[src/design/thm_pkg.sv]
`timescale 1ns / 1ps
`default_nettype none
// ---------------------------------------------------------------------------
// thm_pkg: shared types and codes of the task heartbeat monitor
// Request and response words, the token that walks the slot chain, and the
// commit broadcast that fills a claimed slot.
// ---------------------------------------------------------------------------
package thm_pkg;

   // request codes
   localparam logic [1:0] OP_REG   = 2'd0;
   localparam logic [1:0] OP_BEAT  = 2'd1;
   localparam logic [1:0] OP_CHECK = 2'd2;

   // status codes
   localparam logic [2:0] ST_OK        = 3'd0;
   localparam logic [2:0] ST_INVALID   = 3'd1;
   localparam logic [2:0] ST_FULL      = 3'd2;
   localparam logic [2:0] ST_NOT_FOUND = 3'd3;
   localparam logic [2:0] ST_TIMEOUT   = 3'd4;

   // register indexes
   localparam logic [1:0] CSR_ENABLE  = 2'd0;
   localparam logic [1:0] CSR_MIN_TO  = 2'd1;
   localparam logic [1:0] CSR_MAX_TO  = 2'd2;
   localparam logic [1:0] CSR_RATE    = 2'd3;

   localparam logic [41:0] MS_PER_SEC = 42'd1000;
   localparam logic [3:0]  LIVE_MAX   = 4'd15;

   typedef struct packed {
      logic [1:0]  req_type;
      logic [7:0]  task_id;
      logic [15:0] deadline_ms;
      logic [31:0] now_tick;
   } req_item_type;

   typedef struct packed {
      logic [2:0] status_code;
      logic [7:0] expired_mask;
      logic [7:0] failed_task;
      logic [3:0] live_tasks;
   } rsp_item_type;

   // token handed from cell to cell
   typedef struct packed {
      logic [1:0]  op;
      logic [7:0]  task_id;
      logic [15:0] deadline_ms;
      logic [31:0] now_tick;
      logic        act;      // request passed its entry checks
      logic        hit;      // id found in a valid slot
      logic        claim;    // a free slot has been claimed
      logic        fail;     // some slot expired in this check
      logic [7:0]  fail_id;  // id of the last expired slot seen
   } tok_type;

   typedef struct packed {
      logic        clr;      // request retires, drop claims
      logic        en;       // fill the claimed slot
      logic [7:0]  task_id;
      logic [15:0] limit;
      logic [31:0] now_tick;
   } cmt_type;

   typedef struct packed {
      logic valid;
      logic expired;
      logic pend;
   } cell_sts_type;

endpackage
`default_nettype wire

[src/design/thm_cell.sv]
`timescale 1ns / 1ps
`default_nettype none
// ---------------------------------------------------------------------------
// thm_cell: one slot of the monitor table
// Holds one task entry, acts on the token as it passes and hands the
// updated token to the next cell through its token register.
// ---------------------------------------------------------------------------
module thm_cell
   import thm_pkg::*;
(
   input  wire logic         clock,
   input  wire logic         reset,
   input  wire logic [9:0]   tick_rate,
   input  wire logic         tok_vld_i,
   input  wire tok_type      tok_i,
   input  wire cmt_type      cmt_i,
   output logic              tok_vld_o,
   output tok_type           tok_o,
   output cell_sts_type      sts_o
);

   logic        valid_ff, valid_in;
   logic        expired_ff, expired_in;
   logic        pend_ff, pend_in;
   logic [7:0]  task_ff, task_in;
   logic [15:0] limit_ff, limit_in;
   logic [31:0] seen_ff, seen_in;
   logic        tok_vld_ff;
   tok_type     tok_ff, tok_in;

   logic        match;
   logic [31:0] elapsed;
   logic [25:0] limit_scaled;
   logic [41:0] elapsed_scaled;
   logic        late;

   assign match          = valid_ff && (task_ff == tok_i.task_id);
   assign elapsed        = tok_i.now_tick - seen_ff;
   assign limit_scaled   = 26'(limit_ff) * 26'(tick_rate);
   assign elapsed_scaled = 42'(elapsed) * MS_PER_SEC;
   // floor(limit*rate/1000) < elapsed  <=>  limit*rate < elapsed*1000
   assign late           = 42'(limit_scaled) < elapsed_scaled;

   always_comb begin
      valid_in   = valid_ff;
      expired_in = expired_ff;
      pend_in    = cmt_i.clr ? 1'b0 : pend_ff;
      task_in    = task_ff;
      limit_in   = limit_ff;
      seen_in    = seen_ff;
      tok_in     = tok_i;
      if (tok_vld_i && tok_i.act) begin
         case (tok_i.op)
            OP_REG: begin
               if (match) begin
                  tok_in.hit = 1'b1;
               end
               // claim the first free slot on the way
               if (!valid_ff && !tok_i.claim) begin
                  tok_in.claim = 1'b1;
                  pend_in      = 1'b1;
               end
            end
            OP_BEAT: begin
               if (match) begin
                  seen_in    = tok_i.now_tick;
                  expired_in = 1'b0;
                  tok_in.hit = 1'b1;
               end
            end
            OP_CHECK: begin
               if (valid_ff && late) begin
                  expired_in     = 1'b1;
                  tok_in.fail    = 1'b1;
                  tok_in.fail_id = task_ff;
               end
            end
            default: begin
            end
         endcase
      end
      if (cmt_i.en && pend_ff) begin
         valid_in   = 1'b1;
         expired_in = 1'b0;
         task_in    = cmt_i.task_id;
         limit_in   = cmt_i.limit;
         seen_in    = cmt_i.now_tick;
      end
   end

   always_ff @(posedge clock) begin
      if (reset) begin
         valid_ff   <= 1'b0;
         expired_ff <= 1'b0;
         pend_ff    <= 1'b0;
         tok_vld_ff <= 1'b0;
      end else begin
         valid_ff   <= valid_in;
         expired_ff <= expired_in;
         pend_ff    <= pend_in;
         tok_vld_ff <= tok_vld_i;
      end
   end

   always_ff @(posedge clock) begin
      task_ff  <= task_in;
      limit_ff <= limit_in;
      seen_ff  <= seen_in;
      tok_ff   <= tok_in;
   end

   assign tok_vld_o     = tok_vld_ff;
   assign tok_o         = tok_ff;
   assign sts_o.valid   = valid_ff;
   assign sts_o.expired = expired_ff;
   assign sts_o.pend    = pend_ff;

endmodule
`default_nettype wire

[config.mk]
export PLATFORM = sky130hd
export DESIGN_NAME = thm_cell
export DESIGN_NICKNAME = d
export VERILOG_FILES = /design/src/design/thm_pkg.sv /design/src/design/thm_cell.sv
export SDC_FILE = /design/constraint.sdc
export NUM_CORES = 1
export LEC_CHECK = 0
export BUFFER_PORTS_ARGS = -buffer_cell sky130_fd_sc_hd__buf_2
export CAP_MARGIN = 20
export CELL_PAD_IN_SITES_DETAIL_PLACEMENT = 1
export CELL_PAD_IN_SITES_GLOBAL_PLACEMENT = 1
export CORE_MARGIN = 1.5
export CORE_UTILIZATION = 35
export CTS_CLUSTER_DIAMETER = 30
export DETAILED_ROUTE_END_ITERATION = 6
export PLACE_DENSITY = 0.67
export SLEW_MARGIN = 20
export SYNTH_ARGS = -nofsm -noshare
export SYNTH_HDL_FRONTEND = slang
export SYNTH_SLANG_ARGS = --single-unit
[constraint.sdc]
create_clock -name clock -period 15.21 [get_ports clock]
set_input_delay 0.7605 -clock clock [delete_from_list [all_inputs] [get_ports clock]]
set_output_delay 0.7605 -clock clock [all_outputs]
set_load 0.005 [all_outputs]
# Word level (Yosys, flattened, before mapping)
# Index checks and enable logic that the tools add are counted.
totals:
  word_cells: 59
  output_inout_bits: 74
  ff_bits: 130
classes:
  mul: 2
  n_eq_ne: 5
  n_addsub: 1
  n_reduce_logical: 16
  magnitude_cmp: 1
  muxes: 18
ops:
  columns: ["cell", "count"]
  rows:
  - ["two-way mux 32 bit", 4]
  - ["< comparator 26 x 42 -> 1 bit", 1]
  - ["multiplier 32 x 7 -> 39 bit, second input constant", 1]
  - ["subtractor 32 bit", 1]
  - ["multiplier 16 x 10 -> 26 bit", 1]
  - ["two-way mux 9 bit", 2]
  - ["two-way mux 11 bit", 1]
  - ["two-way mux 1 bit", 10]
  - ["equality test 8 bit", 1]
  - ["nonzero test 2 bit", 4]
  - ["logical AND 1 bit", 5]
  - ["!= test 2 bit, second input constant", 2]
  - ["AND reduction 4 bit", 1]
  - ["OR reduction 2 bit", 2]
  - ["AND reduction 3 bit", 1]
  - ["equality test 2 x 1 -> 1 bit, second input constant", 1]
  - ["equality test 2 bit, second input constant", 1]
  - ["zero test 1 bit", 2]
  - ["zero test 2 bit", 1]
  - ["one-hot mux 1 bit (2 select lines)", 1]

# Depth between registers and ports, before layout
depth:
  depth_word: 7
  depth_mapped: 35
  depth_no_buf: 34

# Worst setup path before layout
# Ideal clock, no wire load.
synth_timing:
  kind: "input -> register"
  from: "in tok_i[12] (netlist name)"
  to: "reg tok_ff (netlist bit tok_o[0])"
  path_buffers: 1
  setup_slack_ns: 6.725
  setup_ns: 0.121
  path_stages: 32
  arrival_time_ns: 8.364
  path_cell_list: "inv_1 -> ha_1 -> inv_1 -> fa_1 -> a21oi_1 -> o22ai_1 -> nand3_1 -> nand2_1 -> or2_2 -> xor2_1 -> inv_1 -> xnor2_1 -> xnor2_1 -> fa_1 -> fa_1 -> fa_1 -> inv_1 -> ha_1 -> clkbuf_1 -> nand2_1 -> or4_1 -> o211ai_1 -> a21oi_1 -> xor2_1 -> ha_1 -> nand4_1 -> or3_1 -> a311o_1 -> a2111oi_4 -> nand4_2 -> nand4_4 -> mux2_4"
synth_lines:
  columns: ["element", "line", "text"]
  rows:
  - ["from (decl)", "thm_cell.sv:15", "input wire tok_type tok_i,"]
  - ["to (signal assigned)", "thm_cell.sv:109", "tok_ff <= tok_in;"]
  - ["to (decl)", "thm_cell.sv:29", "tok_type tok_ff, tok_in;"]

==> metrics.yaml <==
result_of_the_run: "complete, no violations"
largest_net_degree_at_the_start_of_global_routing: 39
final.period_utilization_pct: 60.1
dp_slack_ns: 5.56
ctsRootBufferMaster: "clkbuf_16"
place.detailed.hpwl_um: 35200
groute.usage.overall_pct: 18.2
ff2ff_setup_slack_ns: 6.19
number_of_antenna_violations_at_the_first_check_in_global_routing: 0
relative_max_transition_margin_pct: 33.8
timing_max_transition_violations_final: 0
final_common_cell: "inv_1"
maxCapViolCount: 0
synth_ff_type: "dfxtp_1"
mostFrequentLayoutCells: "287 x inv_1, 215 x fa_1, 214 x buf_2"
diodes: 0
ys_seq_elements: 130
tritoncts_clock_tree: "done"
final-hold-violation-count: 0
hold-worst-slack_ns: 0.378
fmax_ghz: 0.109
routedWlPerCell_um: 16.3
min_period_ns: 9.14
rows: 79
post_synth_instance_area_um2: 16500
route.vias.total: 12500
top_level_ports: 215
synth_top_area_share_pct: 26.1
final_critical_path_setup_slack_ns: 6.07
synth_area_leaders: "fa_1 26%, ha_1 14%, edfxtp_1 10%, dfxtp_1 9.0%, inv_1 6.5%"
worstPathArrival_ns: 9.50
cp-end-kind: "flop"
number_of_violations_reported_at_the_end_of_detailed_routing_iteration_0: 458
mappedNetlistNets: 2265
yosysTopAreaCell: "fa_1"
worst_margin_slew_ns: 0.986
htree_levels: 4
cp.required_ns: 15.57
die-width_um: 220
post-cts-setup-buffers: 0
numPortBuffers: 214
remaining_design_rule_violation_count: 0
synth_edf_count: 56
layout-area-overhead-vs-synth_pct: 13.7
cts-resized-gates: 0
share_of_synthesized_registers_carrying_an_async_set_or_reset_pct: 0
synth_cells: 1721
synth.yosys.warnings: 0
initial_core_util_pct: 35.5
drtAntennaViolNets: 0
final.setup.tns_ns: 0
routabilityCongestion: 0.842
tritoncts.num_buffers: 17
die_area_um2: 48500
global_route_wire_length_before_repair_um: 70400
cp_slowest_cell: "or4_1"
crit_path_start_kind: "primary input"
first_pass_iters: 7
numClockSinks: 130
die_y_um: 220
criticalPathCategory: "primary input to flop"
totalWireLength_um: 41200
clock_latency_ns: 0.48
cpPeakStageDelay_ns: 0.55
timing.critical_path.fanout_max: 10
vias_per_cell: 4.94
n_fill_cell: 5426
global_route.overflow_total: 0
core_area_um2: 46600
rsz0062_at_grt: "no"
synth_area_per_inst_um2: 9.59
drive_gt1_share_pct: 16.0
via_count_of_the_first_global_routing_pass: 14100
postCtsHoldBufs: 0
ys_seq_area_share_pct: 19.2
fin_nets: 2457
clk_pin_slew_worst_paths_ns: 0.07
yosysUniqueCellTypes: 79
min-delay-path-class: "primary input to flop"
fin_skew_ns: 0.0196
post-route-util_pct: 40.3
clk_path_buf_depth: 2
setup_viol: 0
## area by class of cell
cell class              count  area [um2]  share of cell area [%]
clock buffers              17         425                    2.27
clock inverters            15         155                   0.827
inverters                 288        1080                    5.76
multi-input cells        1260       12100                    64.5
flip-flops and latches    130        3160                    16.9
well taps                 607         759                    4.05
repair buffers            216        1090                    5.79
## metrics by stage
step	instances	instance area (um2)
3_3_place_gp	2501	18200
6_report	2533	18800
4_1_cts	2533	18800
2_1_floorplan	1721	16500
5_1_grt	2533	18800
3_5_place_dp	2501	18200
## kinds of logic (layout without fill, tap and decap cells)
| kind of cell | Yosys count | count (layout) | synth area share [%] |
|---|---|---|---|
| AOI/OAI and AO/OA | 277 | 277 | 11.2 |
| xor gates and xnor gates | 108 | 108 | 5.73 |
| adders and majority gates | 408 | 408 | 40.6 |
| buffers and inverters | 331 | 536 | 7.61 |
| DFF | 130 | 130 | 19.2 |
| muxes | 41 | 41 | 2.99 |
| and+or+nand+nor | 426 | 426 | 12.7 |
## synthesized netlist by cell type, types with 3 or more instances
| master | instances |
|---|---|
| fa_1 | 215 |
| a31oi_1 | 6 |
| nand2b_1 | 25 |
| or3_1 | 8 |
| nand3_1 | 18 |
| dfxtp_1 | 74 |
| a21oi_1 | 86 |
| o2111ai_1 | 4 |
| nor2b_1 | 14 |
| nand2_1 | 172 |
| buf_4 | 3 |
| and2_1 | 64 |
| a211oi_1 | 13 |
| nor3b_1 | 3 |
| edfxtp_1 | 56 |
| a21o_1 | 28 |
| o21a_1 | 16 |
| o211ai_1 | 15 |
| nor3_1 | 19 |
| xnor2_1 | 75 |
| o21ai_0 | 44 |
| clkbuf_1 | 37 |
| ha_1 | 188 |
| mux2_4 | 9 |
| maj3_1 | 5 |
| a41oi_1 | 3 |
| o211a_1 | 3 |
| inv_1 | 287 |
| mux2_2 | 31 |
| and3_1 | 9 |
| a211o_1 | 3 |
| xor2_1 | 33 |
| o21ai_1 | 10 |
| o21bai_1 | 9 |
| o31a_1 | 6 |
| nor2_1 | 57 |
| nor4_1 | 4 |
| nand4_1 | 13 |
| or2_2 | 6 |
## routing by layer
layer	wire, um	GRT usage (%)	up-vias
li1	-	-	6054
met1	18000	22.6	6300
met2	21600	32.7	132
met3	975	2.61	32
met4	563	5.06	0
met5	0	0	-
## registers in the layout, indices dropped and copies added (netlist names)
signal,cells
pend_ff,1
valid_ff,1
tok_vld_o,1
limit_ff,16
expired_ff,1
seen_ff,32
tok_o,70
task_ff,8
## critical path, delay by kind of cell
family,cells,cell delay [ns]
AO/OA/AOI/OAI,6,1.66
buffers and inverters,5,0.44
XOR/XNOR,4,1.11
adder cells (fa/ha/maj),7,2.87
AND/OR/NAND/NOR,9,2.30
multiplexers,1,0.33
## path summary, 6_finish.rpt
check	startpoint	end	depth (start not counted)
min	tok_i[51]	tok_o[51]$_DFF_P_	1
max reg2reg	seen_ff[0]$_DFFE_PP_	tok_o[6]$_DFF_P_	30
max	tok_i[12]	tok_o[6]$_DFF_P_	32
min reg2reg	expired_ff$_SDFFE_PP0P_	expired_ff$_SDFFE_PP0P_	2
Power is left out: the tool's default activity adds up to more than one toggle a clock period on the data nets, which glitch-free logic cannot reach.
